<file path="config.mk">
export PLATFORM = sky130hd
export DESIGN_NAME = id3v2_frame_parser
export DESIGN_NICKNAME = d
export VERILOG_FILES = /design/src/sv/id3p_pkg.sv /design/src/sv/id3v2_frame_parser.sv /design/src/sv/id3p_core.sv
export SDC_FILE = /design/constraint.sdc
export NUM_CORES = 1
export LEC_CHECK = 0
export BUFFER_PORTS_ARGS = -buffer_cell sky130_fd_sc_hd__buf_2
export CAP_MARGIN = 20
export CORE_MARGIN = 10
export CORE_UTILIZATION = 40
export DETAILED_ROUTE_END_ITERATION = 10
export PLACE_DENSITY_LB_ADDON = 0.3
export SETUP_SLACK_MARGIN = 0.5
export SLEW_MARGIN = 20
export SYNTH_ARGS = -nofsm -noshare
export SYNTH_HDL_FRONTEND = slang
export SYNTH_SLANG_ARGS = --single-unit
</file>
<file path="constraint.sdc">
create_clock -name clk_i -period 18.2 [get_ports clk_i]
set_clock_uncertainty 0.05 [all_clocks]
set_input_delay 3.64 -clock clk_i [delete_from_list [all_inputs] [get_ports clk_i]]
set_output_delay 3.64 -clock clk_i [all_outputs]
set_load 0.05 [all_outputs]
</file>
<file path="src/sv/id3p_pkg.sv">
// id3p_pkg: shared types and constants for the ID3v2 tag frame parser.
// No dependencies; used by id3p_core and id3v2_frame_parser.
package id3p_pkg;

  localparam int unsigned HdrLen       = 10;  // bytes in a tag or frame header
  localparam int unsigned SizeBits     = 7;   // payload bits per synchsafe byte
  localparam int unsigned TagSizeFirst = 6;   // first tag size byte in the tag header
  localparam int unsigned IdBytes      = 4;   // identifier bytes in a frame header
  localparam int unsigned SizeLastIdx  = 8;   // frame size bytes run up to (not incl.) this
  localparam int unsigned SizeW        = 28;  // width of a decoded synchsafe size
  localparam int unsigned CntW         = 4;   // header byte counter width

  localparam logic KindHeader = 1'b0;
  localparam logic KindText   = 1'b1;

  typedef struct packed {
    logic [7:0] data_byte;
    logic       stream_start;
  } in_word_t;

  typedef struct packed {
    logic             kind;
    logic [31:0]      frame_id;
    logic [SizeW-1:0] frame_size;
    logic [7:0]       text_byte;
    logic             frame_end;
    logic             tag_end;
  } out_word_t;

endpackage

</file>
<file path="src/sv/id3v2_frame_parser.sv">
// id3v2_frame_parser: top level, byte input channel, parser core, two-entry output stage.
// Depends on id3p_pkg and id3p_core.
//
//   channel  dir  handshake              word
//   in       in   in_valid_i/in_ready_o  in_data_i   (id3p_pkg::in_word_t)
//   out      out  out_valid_o/out_ready_i out_data_o (id3p_pkg::out_word_t)
//
// One byte is accepted per cycle while in_ready_o is high; any result is registered.
// The parser state updates at the accept edge; all per-byte work is one combinational pass.
// Output has a main register plus one skid entry, so in_ready_o comes from a flop only:
// input stalls only once both output entries are full.
// rst_ni is asynchronous, active low, and puts the parser at tag header byte 0.
// A word with stream_start set restarts the parser at any time.
module id3v2_frame_parser (
  input  logic                clk_i,
  input  logic                rst_ni,
  input  logic                in_valid_i,
  output logic                in_ready_o,
  input  id3p_pkg::in_word_t  in_data_i,
  output logic                out_valid_o,
  input  logic                out_ready_i,
  output id3p_pkg::out_word_t out_data_o
);

  logic                accept;
  logic                res_valid;
  id3p_pkg::out_word_t res;

  id3p_pkg::out_word_t out_q, out_d;
  id3p_pkg::out_word_t skid_q, skid_d;
  logic                out_valid_q, out_valid_d;
  logic                skid_valid_q, skid_valid_d;

  // input is blocked only while the skid entry holds a word
  assign in_ready_o = !skid_valid_q;
  assign accept     = in_valid_i && in_ready_o;

  id3p_core u_core (
    .clk_i       (clk_i),
    .rst_ni      (rst_ni),
    .accept_i    (accept),
    .word_i      (in_data_i),
    .res_valid_o (res_valid),
    .res_o       (res)
  );

  always_comb begin
    logic push;
    logic pop;
    push         = accept && res_valid;
    pop          = out_valid_q && out_ready_i;
    out_d        = out_q;
    skid_d       = skid_q;
    out_valid_d  = out_valid_q;
    skid_valid_d = skid_valid_q;
    if (!out_valid_q || pop) begin
      // main slot frees up: oldest word moves in
      if (skid_valid_q) begin
        out_d        = skid_q;
        out_valid_d  = 1'b1;
        skid_valid_d = 1'b0;
      end else begin
        out_d       = res;
        out_valid_d = push;
      end
    end else if (push) begin
      skid_d       = res;
      skid_valid_d = 1'b1;
    end
  end

  always_ff @(posedge clk_i or negedge rst_ni) begin
    if (!rst_ni) begin
      out_valid_q  <= 1'b0;
      skid_valid_q <= 1'b0;
    end else begin
      out_valid_q  <= out_valid_d;
      skid_valid_q <= skid_valid_d;
    end
  end

  always_ff @(posedge clk_i) begin
    out_q  <= out_d;
    skid_q <= skid_d;
  end

  assign out_valid_o = out_valid_q;
  assign out_data_o  = out_q;

`ifndef ASSERT_OFF
  a_skid_behind_main: assert property (@(posedge clk_i) disable iff (!rst_ni)
    skid_valid_q |-> out_valid_q)
    else $error("skid entry full while main entry empty");
  a_skid_drains_in_order: assert property (@(posedge clk_i) disable iff (!rst_ni)
    (out_valid_q && out_ready_i && skid_valid_q) |=> (out_valid_q && out_q == $past(skid_q)))
    else $error("skid word not moved to output in order");
  a_no_loss_on_stall: assert property (@(posedge clk_i) disable iff (!rst_ni)
    (accept && res_valid && out_valid_q && !out_ready_i) |=> skid_valid_q)
    else $error("result dropped while output stalled");
`endif

endmodule

</file>
<file path="src/sv/id3p_core.sv">
// id3p_core: parser state and per-byte next-state / result logic.
// Depends on id3p_pkg.
module id3p_core (
  input  logic                 clk_i,
  input  logic                 rst_ni,
  input  logic                 accept_i,
  input  id3p_pkg::in_word_t   word_i,
  output logic                 res_valid_o,
  output id3p_pkg::out_word_t  res_o
);

  typedef enum logic [1:0] {
    PhTag,
    PhFhdr,
    PhData,
    PhDone
  } phase_e;

  localparam logic [id3p_pkg::CntW-1:0] CntLast =
    id3p_pkg::CntW'(id3p_pkg::HdrLen - 1);
  localparam logic [id3p_pkg::CntW-1:0] CntTagSize =
    id3p_pkg::CntW'(id3p_pkg::TagSizeFirst);
  localparam logic [id3p_pkg::CntW-1:0] CntIdEnd =
    id3p_pkg::CntW'(id3p_pkg::IdBytes);
  localparam logic [id3p_pkg::CntW-1:0] CntSizeEnd =
    id3p_pkg::CntW'(id3p_pkg::SizeLastIdx);
  localparam logic [id3p_pkg::SizeW-1:0] HdrLenW =
    id3p_pkg::SizeW'(id3p_pkg::HdrLen);
  localparam int unsigned SizeW = id3p_pkg::SizeW;
  localparam int unsigned SB    = id3p_pkg::SizeBits;

  phase_e                    phase_q, phase_d;
  logic [id3p_pkg::CntW-1:0] cnt_q, cnt_d;
  logic [31:0]               id_q, id_d;
  logic [SizeW-1:0]          acc_q, acc_d;
  logic [SizeW-1:0]          tag_rem_q, tag_rem_d;
  logic [SizeW-1:0]          frm_rem_q, frm_rem_d;
  logic                      first_q, first_d;

  always_comb begin
    logic [7:0] b;
    logic       shown;
    b           = word_i.data_byte;
    shown       = 1'b0;
    phase_d     = phase_q;
    cnt_d       = cnt_q;
    id_d        = id_q;
    acc_d       = acc_q;
    tag_rem_d   = tag_rem_q;
    frm_rem_d   = frm_rem_q;
    first_d     = first_q;
    res_valid_o = 1'b0;
    res_o       = '0;

    if (word_i.stream_start) begin
      phase_d   = PhTag;
      cnt_d     = '0;
      id_d      = '0;
      acc_d     = '0;
      tag_rem_d = '0;
      frm_rem_d = '0;
      first_d   = 1'b0;
    end

    case (phase_d)
      PhTag: begin
        if (cnt_d == '0) acc_d = '0;
        if (cnt_d >= CntTagSize) acc_d = {acc_d[SizeW-SB-1:0], b[SB-1:0]};
        if (cnt_d >= CntLast) begin
          tag_rem_d = acc_d;
          cnt_d     = '0;
          phase_d   = (acc_d == '0) ? PhDone : PhFhdr;
        end else begin
          cnt_d = cnt_d + 1'b1;
        end
      end
      PhFhdr: begin
        if (cnt_d == '0) begin
          acc_d = '0;
          id_d  = '0;
        end
        if (cnt_d < CntIdEnd) begin
          id_d = {id_d[23:0], b};
        end else if (cnt_d < CntSizeEnd) begin
          acc_d = {acc_d[SizeW-SB-1:0], b[SB-1:0]};
        end
        if (cnt_d < CntLast) begin
          cnt_d = cnt_d + 1'b1;
        end else begin
          tag_rem_d = (tag_rem_d > HdrLenW) ? tag_rem_d - HdrLenW : '0;
          cnt_d     = '0;
          if (id_d == '0) begin
            // padding: nothing reported
            phase_d = (tag_rem_d == '0) ? PhDone : PhFhdr;
          end else begin
            frm_rem_d              = acc_d;
            res_valid_o            = 1'b1;
            res_o.kind             = id3p_pkg::KindHeader;
            res_o.frame_id         = id_d;
            res_o.frame_size       = acc_d;
            res_o.frame_end        = (acc_d <= SizeW'(1));
            res_o.tag_end          = (tag_rem_d == '0);
            if (acc_d == '0) begin
              first_d = 1'b0;
              phase_d = (tag_rem_d == '0) ? PhDone : PhFhdr;
            end else begin
              first_d = 1'b1;
              phase_d = PhData;
            end
          end
        end
      end
      PhData: begin
        // encoding byte is swallowed
        shown     = !first_d;
        first_d   = 1'b0;
        frm_rem_d = (frm_rem_d != '0) ? frm_rem_d - 1'b1 : '0;
        tag_rem_d = (tag_rem_d != '0) ? tag_rem_d - 1'b1 : '0;
        if (shown) begin
          res_valid_o      = 1'b1;
          res_o.kind       = id3p_pkg::KindText;
          res_o.frame_id   = id_d;
          res_o.frame_size = acc_d;
          res_o.text_byte  = b;
          res_o.frame_end  = (frm_rem_d == '0);
          res_o.tag_end    = (tag_rem_d == '0);
        end
        if (frm_rem_d == '0) begin
          cnt_d   = '0;
          phase_d = (tag_rem_d == '0) ? PhDone : PhFhdr;
        end
      end
      default: begin
      end
    endcase
  end

  always_ff @(posedge clk_i or negedge rst_ni) begin
    if (!rst_ni) begin
      phase_q   <= PhTag;
      cnt_q     <= '0;
      id_q      <= '0;
      acc_q     <= '0;
      tag_rem_q <= '0;
      frm_rem_q <= '0;
      first_q   <= 1'b0;
    end else if (accept_i) begin
      phase_q   <= phase_d;
      cnt_q     <= cnt_d;
      id_q      <= id_d;
      acc_q     <= acc_d;
      tag_rem_q <= tag_rem_d;
      frm_rem_q <= frm_rem_d;
      first_q   <= first_d;
    end
  end

`ifndef ASSERT_OFF
  a_cnt_range: assert property (@(posedge clk_i) disable iff (!rst_ni)
    cnt_q <= CntLast)
    else $error("header byte counter out of range");
  a_data_nonempty: assert property (@(posedge clk_i) disable iff (!rst_ni)
    (phase_q == PhData) |-> (frm_rem_q != '0))
    else $error("data phase with no frame bytes left");
  a_done_quiet: assert property (@(posedge clk_i) disable iff (!rst_ni)
    (phase_q == PhDone && !word_i.stream_start) |-> !res_valid_o)
    else $error("result produced after end of tag");
  a_pending_only_data: assert property (@(posedge clk_i) disable iff (!rst_ni)
    first_q |-> (phase_q == PhData))
    else $error("encoding byte pending outside data phase");
`endif

endmodule
</file>
==> results.txt, run 1 <==
outcome: finished, final reports clean
worst hold slack: 0.465 ns
CP Capture Point: skid_q[6]
reg2reg start: u_core.cnt_q[0]
number of global-route vias before repair: 14670
Post-CTS Resized: 0
worst path cell trace: buf_4 > inv_2 > nand2_1 > ha_1 > or4b_2 > a41oi_1 > a2111oi_2 > o211ai_2 > buf_4 > nand2_4 > nor2_4 > buf_4 > nor2_1 > nor3_2 > buf_4
final hold vios: 0
GR Util All Layers: 0.223
Placer Congestion: 0.997
clock root cell: clkbuf_16
final worst-path cycle share: 0.469
DRT iter0 DRCs: 1977
final antenna-violating net count: 0
Async SR Flop Fraction: 0.468
Num CTS Buffers: 34
Vias/cell: 6.46
Pre-antenna DRT Iters: 6
Die Area: 0.0514 mm²
Synth Area in Compound Gates: 0.245
HPWL reported at the end of detailed placement: 39.3 mm
minimum clock period: 8.54 ns
Yosys warning count: 0
Post-Syn Instances: 1815
Core Region: 0.0420 mm²
Pleak: 7.61 nW
CP startpoint kind: input port
cells on worst reg2reg path: 14
Setup CP Type: input port to register
Multi-input gate area: 0.00893 mm²
count leader, synth: nand2_1
htree depth: 2
Clock Latency Late Sink: 0.56 ns
Die Height: 227 µm
Post-CTS Hold Fix Bufs: 0
Site Rows: 75
Final Slew Violations: 0
post-synthesis cell area: 0.0171 mm²
post-synth top area share: 0.250
#FFs+latches synth: 267
CP bufs+invs: 5
buffer count from post-CTS setup fixing: 0
Slew HR: 0.281
DR DRC count: 0
routed len/inst: 24.7 µm
Synth Area per Inst: 9.41 µm²
grt total ovfl: 0
FF/Latch Area: 0.00739 mm²
Yosys cell types: 90
clk buf depth: 3
Power Density: 128 mW/mm²
largest family of logic cells by synthesized area: compound AO/OA/AOI/OAI gates
top cells by count, synth: nand2_1 (162), o21ai_0 (159), edfxtp_1 (142), nor2_1 (131), dfrtp_1 (125)
Ant. Diodes: 0
Post-Synth Simple-Gate Area: 0.190
RSZ-0062 raised after global routing: no
Nets: 1822
EDFF count, synth: 142
Max IR drop VDD: 0.0858 mV
antenna violations before repair: 0
most used flip-flop cell after synthesis: edfxtp_1
most used cell, CP: buf_4
first-pass GRT wire length: 90.4 mm
Synth Area in XOR/XNOR: 0.0169
Cells after DPL: 2300
Clock transition at path regs: 0.06 ns
CP top delay family: simple AND/OR/NAND/NOR gates
Setup crit start: in_data_i[0]
Die Wd: 227 µm
WL final: 58.4 mm
Hold Path Class: register to register
CP Max Fanout: 71
mux contribution to synthesized area: 0.0594
post-synth net total: 1840
setup violators final: 0
largest net degree at the start of global routing: 153
Worst path depth: 15
CP max stage cell: or4b_2
setup TNS: 0 ns
FF-to-FF End: skid_q[6]
area delta synth->final: 10.7%
Yosys top cell by area: edfxtp_1
sequential area share after synthesis: 0.433
CTS tree: yes
CP peak stage delay: 0.77 ns
max cap viols: 0
Arrival @ worst endpoint: 8.64 ns
Initial Util: 0.406
CP required: 18.31 ns
IO Port Bufs: 85
Worst-Margin Slew: 1.07 ns
via count: 15270
filler cell count in the final layout: 4014
r2r setup slk: 12.78 ns
Critical Path End Type: register
post-synthesis adder-cell area fraction: 0.00879
Non-Filler Instances: 2362
leading post-synthesis cells by cell area: edfxtp_1 (25%), dfrtp_1 (18%), mux2_2 (4.9%), a22oi_1 (4.7%), o21ai_0 (4.7%)
fraction of layout cells with a size suffix above 1: 0.165
maximum clock frequency: 0.117 GHz
# clock sinks: 267
IO Pins: 86
through the flow:
stage	utilization	setup WS (ns)	total power, W	area, µm²
2_1_floorplan	-	5.28	0.00144	17100
3_3_place_gp	0.422	9.27	0.00170	17700
6_report	0.450	9.66	0.00242	18900
4_1_cts	0.450	9.73	0.00241	18900
3_5_place_dp	0.422	9.17	0.00171	17700
5_1_grt	0.450	9.39	0.00254	18900
tightest hold or removal path: stages, from the launching register on:
cell and delay (ns):
dfrtp_1 0.32, inv_1 0.05, o32ai_1 0.09
final cells by class:
| class | count | area share |
|---|---|---|
| Multi-Input combinational cell | 1358 | 0.472 |
| Sequential cell | 267 | 0.391 |
| Clock inverter | 18 | 0.0115 |
| Clock buffer | 44 | 0.0497 |
| Tap cell | 539 | 0.0357 |
| Timing Repair Buffer | 114 | 0.0352 |
| Inverter | 22 | 0.00437 |
per-layer routing:
layer	track usage	routed length [µm]	vias up
met5	0	0	-
met4	0.0807	2070	0
met3	0.0399	5100	141
met2	0.340	25800	772
met1	0.309	25500	7478
li1	-	-	6879
logic make-up (layout without fill, tap and decap cells):
group / count (synthesis) / in the layout
AO/OA/AOI/OAI: 612 / 612
AND/OR/NAND/NOR: 609 / 609
flip-flops: 267 / 267
buffers and inverters: 190 / 198
multiplexers: 92 / 92
XOR/XNOR: 33 / 33
adder cells (fa/ha/maj): 12 / 12
registers in the layout, indices dropped and copies added, names as in the netlist:
| name | count |
|---|---|
| u_core.frm_rem_q | 28 |
| u_core.phase_q | 2 |
| u_core.tag_rem_q | 28 |
| u_core.cnt_q | 4 |
| u_core.id_q | 32 |
| u_core.acc_q | 28 |
| out_data_o | 71 |
| skid_valid_q | 1 |
| u_core.first_q | 1 |
| skid_q | 71 |
| out_valid_o | 1 |
where the power goes:
part | leakage [nW] | internal (W) | switching [W]
sequential | 3.41 | 0.000670 | 0.0000951
clock | 0.573 | 0.000424 | 0.000272
combinational | 3.63 | 0.000322 | 0.000640
how the worst min path moves through the flow:
stage                          startpoint               to  cells past startpoint
final                      u_core.first_q   u_core.first_q                      2
after global placement     u_core.first_q   u_core.first_q                      2
after floorplan            u_core.first_q   u_core.first_q                      2
after global routing      u_core.id_q[24]  u_core.id_q[24]                      1
after detailed placement   u_core.first_q   u_core.first_q                      2
after CTS                  u_core.first_q   u_core.first_q                      2
layout by cell type, fill, tap and decap left out, types with 21 or more instances in the layout:
cell,n
a22o_1,51
dfrtp_1,125
nor2_1,130
nor3_1,36
a22oi_1,107
nand2_1,162
buf_4,29
o21ai_0,159
mux2_2,75
buf_2,83
edfxtp_1,142
xnor2_1,21
nand3_1,25
clkbuf_16,35
a21oi_1,100
nor4_1,40
and2_1,34
nor2b_1,68
(Power assumes the default switching activity.)
==> run 2, diff against run 1 <==
Clock period 18.2 ns to 8.72 ns, I/O delays scaled along.
==> run 2 against run 1 <==
  * Highest routed layer is now met5
  * Die area did not move
  * Clock power up 100%
  * Sequential power rose by 110%
  * Via count rose by 0.62%
  * Power is 110% higher
  * Hold slack better by 0.017 ns
  * Critical path depth is the same
  * Register-to-register slack got worse by 8.6 ns
==> results.txt, run 2 (synthesized netlist as in run 1, its figures left out) <==
outcome: finished, final reports clean (unchanged)
final hold vios: 0 (unchanged)
via count: 15365 (was 15270)
most common cell after layout, fill and taps aside: nand2_1 (unchanged)
most used cell, CP: buf_4 (unchanged)
first-pass GRT wire length: 91.6 mm (was 90.4 mm)
worst path cell trace: buf_6 > inv_2 > nand2_2 > ha_4 > or4b_4 > a41oi_2 > a2111oi_2 > o211ai_2 > buf_4 > nand2_4 > nor2_4 > buf_4 > o21a_1 > and2_1 > mux2_2 (was buf_4 > inv_2 > nand2_1 > ha_1 > or4b_2 > a41oi_1 > a2111oi_2 > o211ai_2 > buf_4 > nand2_4 > nor2_4 > buf_4 > nor2_1 > nor3_2 > buf_4)
Worst-Margin Slew: 0.995 ns (was 1.07 ns)
Die Area: 0.0514 mm² (unchanged)
CP max stage cell: nor2_4 (was or4b_2)
Vias/cell: 6.51 (was 6.46)
grt total ovfl: 0 (unchanged)
Seq pwr share: 0.318 (was 0.316)
Slew HR: 0.336 (was 0.281)
WL final: 59.9 mm (was 58.4 mm)
DRT iter0 DRCs: 2157 (was 1977)
final worst-path cycle share: 0.679
clock root cell: clkbuf_16 (unchanged)
max cap viols: 0 (unchanged)
routed len/inst: 25.4 µm (was 24.7 µm)
Cells after DPL: 2299 (was 2300)
Num CTS Buffers: 34 (unchanged)
Power Density: 266 mW/mm² (was 128 mW/mm²)
# clock sinks: 267 (unchanged)
Post-CTS Hold Fix Bufs: 0 (unchanged)
Core Region: 0.0420 mm² (unchanged)
Ant. Diodes: 0 (unchanged)
Setup CP Type: input port to register (unchanged)
Clock transition at path regs: 0.06 ns (about the same)
largest net degree at the start of global routing: 150 (was 153)
IO Port Bufs: 85 (unchanged)
Clk pwr share: 0.279 (was 0.287)
Initial Util: 0.406 (unchanged)
CP required: 9.08 ns (was 18.31 ns)
minimum clock period: 5.92 ns
buffer count from post-CTS setup fixing: 0 (unchanged)
CP peak stage delay: 0.69 ns (was 0.77 ns)
Placer Congestion: 0.945 (was 0.997)
Internal: 0.00290 W (was 0.00142 W)
IO Pins: 86 (unchanged)
Site Rows: 75 (unchanged)
Max IR drop VDD: 0.153 mV (was 0.0858 mV)
HPWL reported at the end of detailed placement: 40.5 mm (was 39.3 mm)
GR Util All Layers: 0.228 (was 0.223)
setup violators final: 0 (unchanged)
CP Max Fanout: 40 (was 71)
antenna violations before repair: 3 (was 0)
Die Wd: 227 µm (unchanged)
Non-Filler Instances: 2361 (was 2362)
area delta synth->final: 11.2% (was 10.7%)
CP startpoint kind: input port (unchanged)
final antenna-violating net count: 0 (unchanged)
Post-CTS Resized: 0 (unchanged)
DR DRC count: 0 (unchanged)
CTS tree: yes (unchanged)
maximum clock frequency: 0.169 GHz
htree depth: 2 (unchanged)
setup TNS: 0 ns (unchanged)
Pre-antenna DRT Iters: 7 (was 6)
fraction of layout cells with a size suffix above 1: 0.172 (was 0.165)
number of global-route vias before repair: 14433 (was 14670)
r2r setup slk: 4.20 ns (was 12.78 ns)
RSZ-0062 raised after global routing: no (unchanged)
filler cell count in the final layout: 3997 (was 4014)
Arrival @ worst endpoint: 6.28 ns (was 8.64 ns)
clk buf depth: 3 (unchanged)
Critical Path End Type: register (unchanged)
Hold Path Class: register to register (unchanged)
most frequent cells in the layout: nand2_1 (161), o21ai_0 (159), edfxtp_1 (142) (was nand2_1 (162), o21ai_0 (159), edfxtp_1 (142))
Nets: 1822 (unchanged)
Clock Latency Late Sink: 0.55 ns (was 0.56 ns)
sw frac: 0.425 (was 0.416)
Pleak: 7.60 nW (was 7.61 nW)
Die Height: 227 µm (unchanged)
Comb pwr share: 0.403 (was 0.397)
switching pwr: 0.00215 W (was 0.00101 W)
Final Slew Violations: 0 (unchanged)
run 2: changes by cell type in the layout (fill, tap and decap cells not counted), sizes merged:
cell	before	now
bufinv	4	2
clkinv	15	10
clkinvlp	0	4
clkbuf	44	46
run 2: layout make-up:
class                      instances  area (µm²)  area share
multi-input combinational       1358        9060       0.477
sequential                       267        7390       0.389
clock buffer                      46         947      0.0499
tap                              539         674      0.0355
timing repair buffer             114         668      0.0352
clock inverter                    15         163     0.00856
inverter                          22        82.6     0.00435
run 2: through the flow:
step | hold slack (ns) | cell area [µm²] | util | total power (W) | setup slack [ns]
after floorplan | 0.419 | 17300 | - | 0.00303 | -1.32
after global placement | 0.454 | 17900 | 0.425 | 0.00359 | 2.40
after detailed placement | 0.462 | 17900 | 0.425 | 0.00359 | 2.32
after CTS | 0.474 | 19000 | 0.452 | 0.00501 | 2.87
after global routing | 0.500 | 19000 | 0.452 | 0.00528 | 2.59
final | 0.482 | 19000 | 0.452 | 0.00505 | 2.80
run 2: critical path: cells and delay by family:
kind / cells / cell delay [ns]
multiplexers: 1 / 0.16
AO/OA/AOI/OAI: 4 / 0.86
adder cells (fa/ha/maj): 1 / 0.28
AND/OR/NAND/NOR: 5 / 1.96
buffers and inverters: 4 / 1.19
run 2: path summary, 6_finish.rpt:
check,cells past startpoint,end,start
worst max-delay path,15,out_data_o[44],in_data_i[0]
worst min-delay path,1,u_core.id_q[27],u_core.id_q[27]
worst max register to register,14,out_data_o[44],u_core.cnt_q[0]
worst min register to register,1,u_core.id_q[27],u_core.id_q[27]
max in group asynchronous,2,u_core.cnt_q[3],rst_ni
min in group asynchronous,1,u_core.frm_rem_q[12],rst_ni
run 2: per-layer routing:
metal,GRT usage,wire length (µm)
met5,0,39
met2,0.339,26300
met3,0.0419,5180
met1,0.326,26400
met4,0.0751,1950
run 2: power by group through the flow:
stage / logic, W / registers, W / clock network (W)
floorplan: 0.00151 / 0.00152 / 0
finish: 0.00204 / 0.00161 / 0.00141
CTS: 0.00198 / 0.00159 / 0.00144
global placement: 0.00197 / 0.00162 / 0
detailed placement: 0.00197 / 0.00162 / 0
global route: 0.00218 / 0.00162 / 0.00148
==> run 3, diff against run 2 <==
Clock period 8.72 ns to 5.15 ns, I/O delays scaled along.
==> run 3 against run 2 <==
  * Flip-flop and latch count stayed put
  * Power is 65% higher
  * Largest cell class unchanged
  * Critical path type unchanged
  * First-iteration DRC count is 7.6% lower
  * Worst setup slack worse by 2.1 ns
  * Hold slack worse by 0.0084 ns
  * Largest power group unchanged
  * Cell area hardly changed
  * Sequential power is 68% higher
  * Die area stayed put
  * Register-to-register slack worse by 3.2 ns
  * Utilization hardly changed
  * Cell count is 0.72% higher
==> results.txt, run 3 (synthesized netlist as in run 1, its figures left out) <==
Non-Filler Instances: 2378 (was 2361)
antenna violations before repair: 2 (was 3)
Site Rows: 75 (unchanged)
htree depth: 1 (was 2)
max cap viols: 0 (unchanged)
Clock transition at path regs: 0.06 ns (about the same)
IO Port Bufs: 85 (unchanged)
IO Pins: 86 (unchanged)
outcome: finished, final reports clean (unchanged)
setup violators final: 0 (unchanged)
number of global-route vias before repair: 14599 (was 14433)
worst path cell trace: buf_6 > nand2b_1 > ha_1 > o21a_1 > nand4_1 > o311ai_1 > nand4_1 > o41ai_1 > and3b_1 > o2bb2ai_1 > a22o_1 (was buf_6 > inv_2 > nand2_2 > ha_4 > or4b_4 > a41oi_2 > a2111oi_2 > o211ai_2 > buf_4 > nand2_4 > nor2_4 > buf_4 > o21a_1 > and2_1 > mux2_2)
Nets: 1839 (was 1822)
CP bufs+invs: 1 (was 4)
Clock Latency Late Sink: 0.58 ns (was 0.55 ns)
routed len/inst: 25.5 µm (was 25.4 µm)
# clock sinks: 267 (unchanged)
CP top delay family: compound AO/OA/AOI/OAI gates (was simple AND/OR/NAND/NOR gates)
most common cell after layout, fill and taps aside: nand2_1 (unchanged)
final hold vios: 0 (unchanged)
FF/Latch Area: 0.00739 mm² (about the same)
Placer Congestion: 1.00 (was 0.945)
RSZ-0062 raised after global routing: no (unchanged)
worst hold slack: 0.474 ns (was 0.482 ns)
r2r setup slk: 1.04 ns (was 4.20 ns)
Pre-antenna DRT Iters: 9 (was 7)
WL final: 60.6 mm (was 59.9 mm)
most used cell, CP: nand4_1 (was buf_4)
CP max stage cell: o311ai_1 (was nor2_4)
Slew HR: 0.321 (was 0.336)
buffer count from post-CTS setup fixing: 0 (unchanged)
Worst-Margin Slew: 1.02 ns (was 0.995 ns)
Hold Path Class: register to register (unchanged)
first-pass GRT wire length: 93.0 mm (was 91.6 mm)
maximum clock frequency: 0.226 GHz
via count: 15658 (was 15365)
Power Density: 439 mW/mm² (was 266 mW/mm²)
Core Region: 0.0420 mm² (unchanged)
Setup CP Type: input port to register (unchanged)
Pleak: 7.64 nW (was 7.60 nW)
DR DRC count: 0 (unchanged)
Post-CTS Resized: 0 (unchanged)
Max IR drop VDD: 0.360 mV (was 0.153 mV)
clk buf depth: 3 (unchanged)
Cells after DPL: 2321 (was 2299)
largest net degree at the start of global routing: 125 (was 150)
Arrival @ worst endpoint: 4.82 ns (was 6.28 ns)
area delta synth->final: 11.3% (was 11.2%)
GR Util All Layers: 0.229 (was 0.228)
final antenna-violating net count: 0 (unchanged)
Post-CTS Hold Fix Bufs: 0 (unchanged)
CP Max Fanout: 30 (was 40)
clock root cell: clkbuf_16 (unchanged)
grt total ovfl: 0 (unchanged)
Vias/cell: 6.58 (was 6.51)
Multi-input gate area: 0.00905 mm² (was 0.00906 mm²)
DRT iter0 DRCs: 1993 (was 2157)
Die Height: 227 µm (unchanged)
filler cell count in the final layout: 4039 (was 3997)
Critical Path End Type: register (unchanged)
CP startpoint kind: input port (unchanged)
CP peak stage delay: 0.66 ns (was 0.69 ns)
CTS tree: yes (unchanged)
HPWL reported at the end of detailed placement: 41.6 mm (was 40.5 mm)
Initial Util: 0.406 (unchanged)
Die Wd: 227 µm (unchanged)
final worst-path cycle share: 0.860
Final Slew Violations: 0 (unchanged)
most frequent cells in the layout: nand2_1 (161), o21ai_0 (159), edfxtp_1 (142) (unchanged)
fraction of layout cells with a size suffix above 1: 0.178 (was 0.172)
Finished Core Util: 0.452 (about the same)
Overall Power: 0.00835 W (was 0.00505 W)
CP required: 5.54 ns (was 9.08 ns)
Num CTS Buffers: 30 (was 34)
Die Area: 0.0514 mm² (unchanged)
minimum clock period: 4.43 ns
[run 3: path summary, 6_finish.rpt]
kind	from	endpoint	depth (start not counted)
max	in_data_i[0]	out_data_o[0]	11
min reg2reg	u_core.first_q	u_core.first_q	2
min	u_core.first_q	u_core.first_q	2
min in group asynchronous	rst_ni	u_core.frm_rem_q[19]	1
max in group asynchronous	rst_ni	u_core.id_q[18]	2
max reg2reg	u_core.tag_rem_q[1]	out_data_o[0]	10
[run 3: power breakdown]
part	total, W	internal [W]	switching, W	leakage [nW]
Clock	0.00210	0.00117	0.000933	0.465
Sequential	0.00271	0.00237	0.000344	3.41
Combinational	0.00353	0.00120	0.00233	3.77
Total	0.00835	0.00474	0.00361	7.64
[run 3: cell type report]
| type | instances | area share |
|---|---|---|
| Antenna cell | 1 | 0.000132 |
| Clock buffer | 37 | 0.0425 |
| Clock inverter | 19 | 0.00731 |
| Inverter | 22 | 0.00435 |
| Multi-Input combinational cell | 1358 | 0.476 |
| Sequential cell | 267 | 0.389 |
| Tap cell | 539 | 0.0355 |
| Timing Repair Buffer | 135 | 0.0448 |
[run 3: tightest hold or removal path: cells and delay by family, from the launching register on]
family | cells | cell delay (ns)
DFF | 1 | 0.33
AOI/OAI and AO/OA | 1 | 0.09
buffers and inverters | 1 | 0.05
[run 3: metal layers]
layer	share of wire	global-route usage
met1	0.44	0.328
met2	0.44	0.353
met3	0.091	0.0355
met4	0.027	0.0610
met5	0.00021	0
[run 3: stage by stage]
stage / worst slack (ns) / TNS (ns) / area [µm²]
after floorplan: -4.17 / -296.35 / 17300
after global placement: 0.0747 / 0 / 18000
after detailed placement: 0.0795 / 0 / 18100
after CTS: 0.659 / 0 / 19000
after global routing: 0.627 / 0 / 19000
final: 0.720 / 0 / 19000
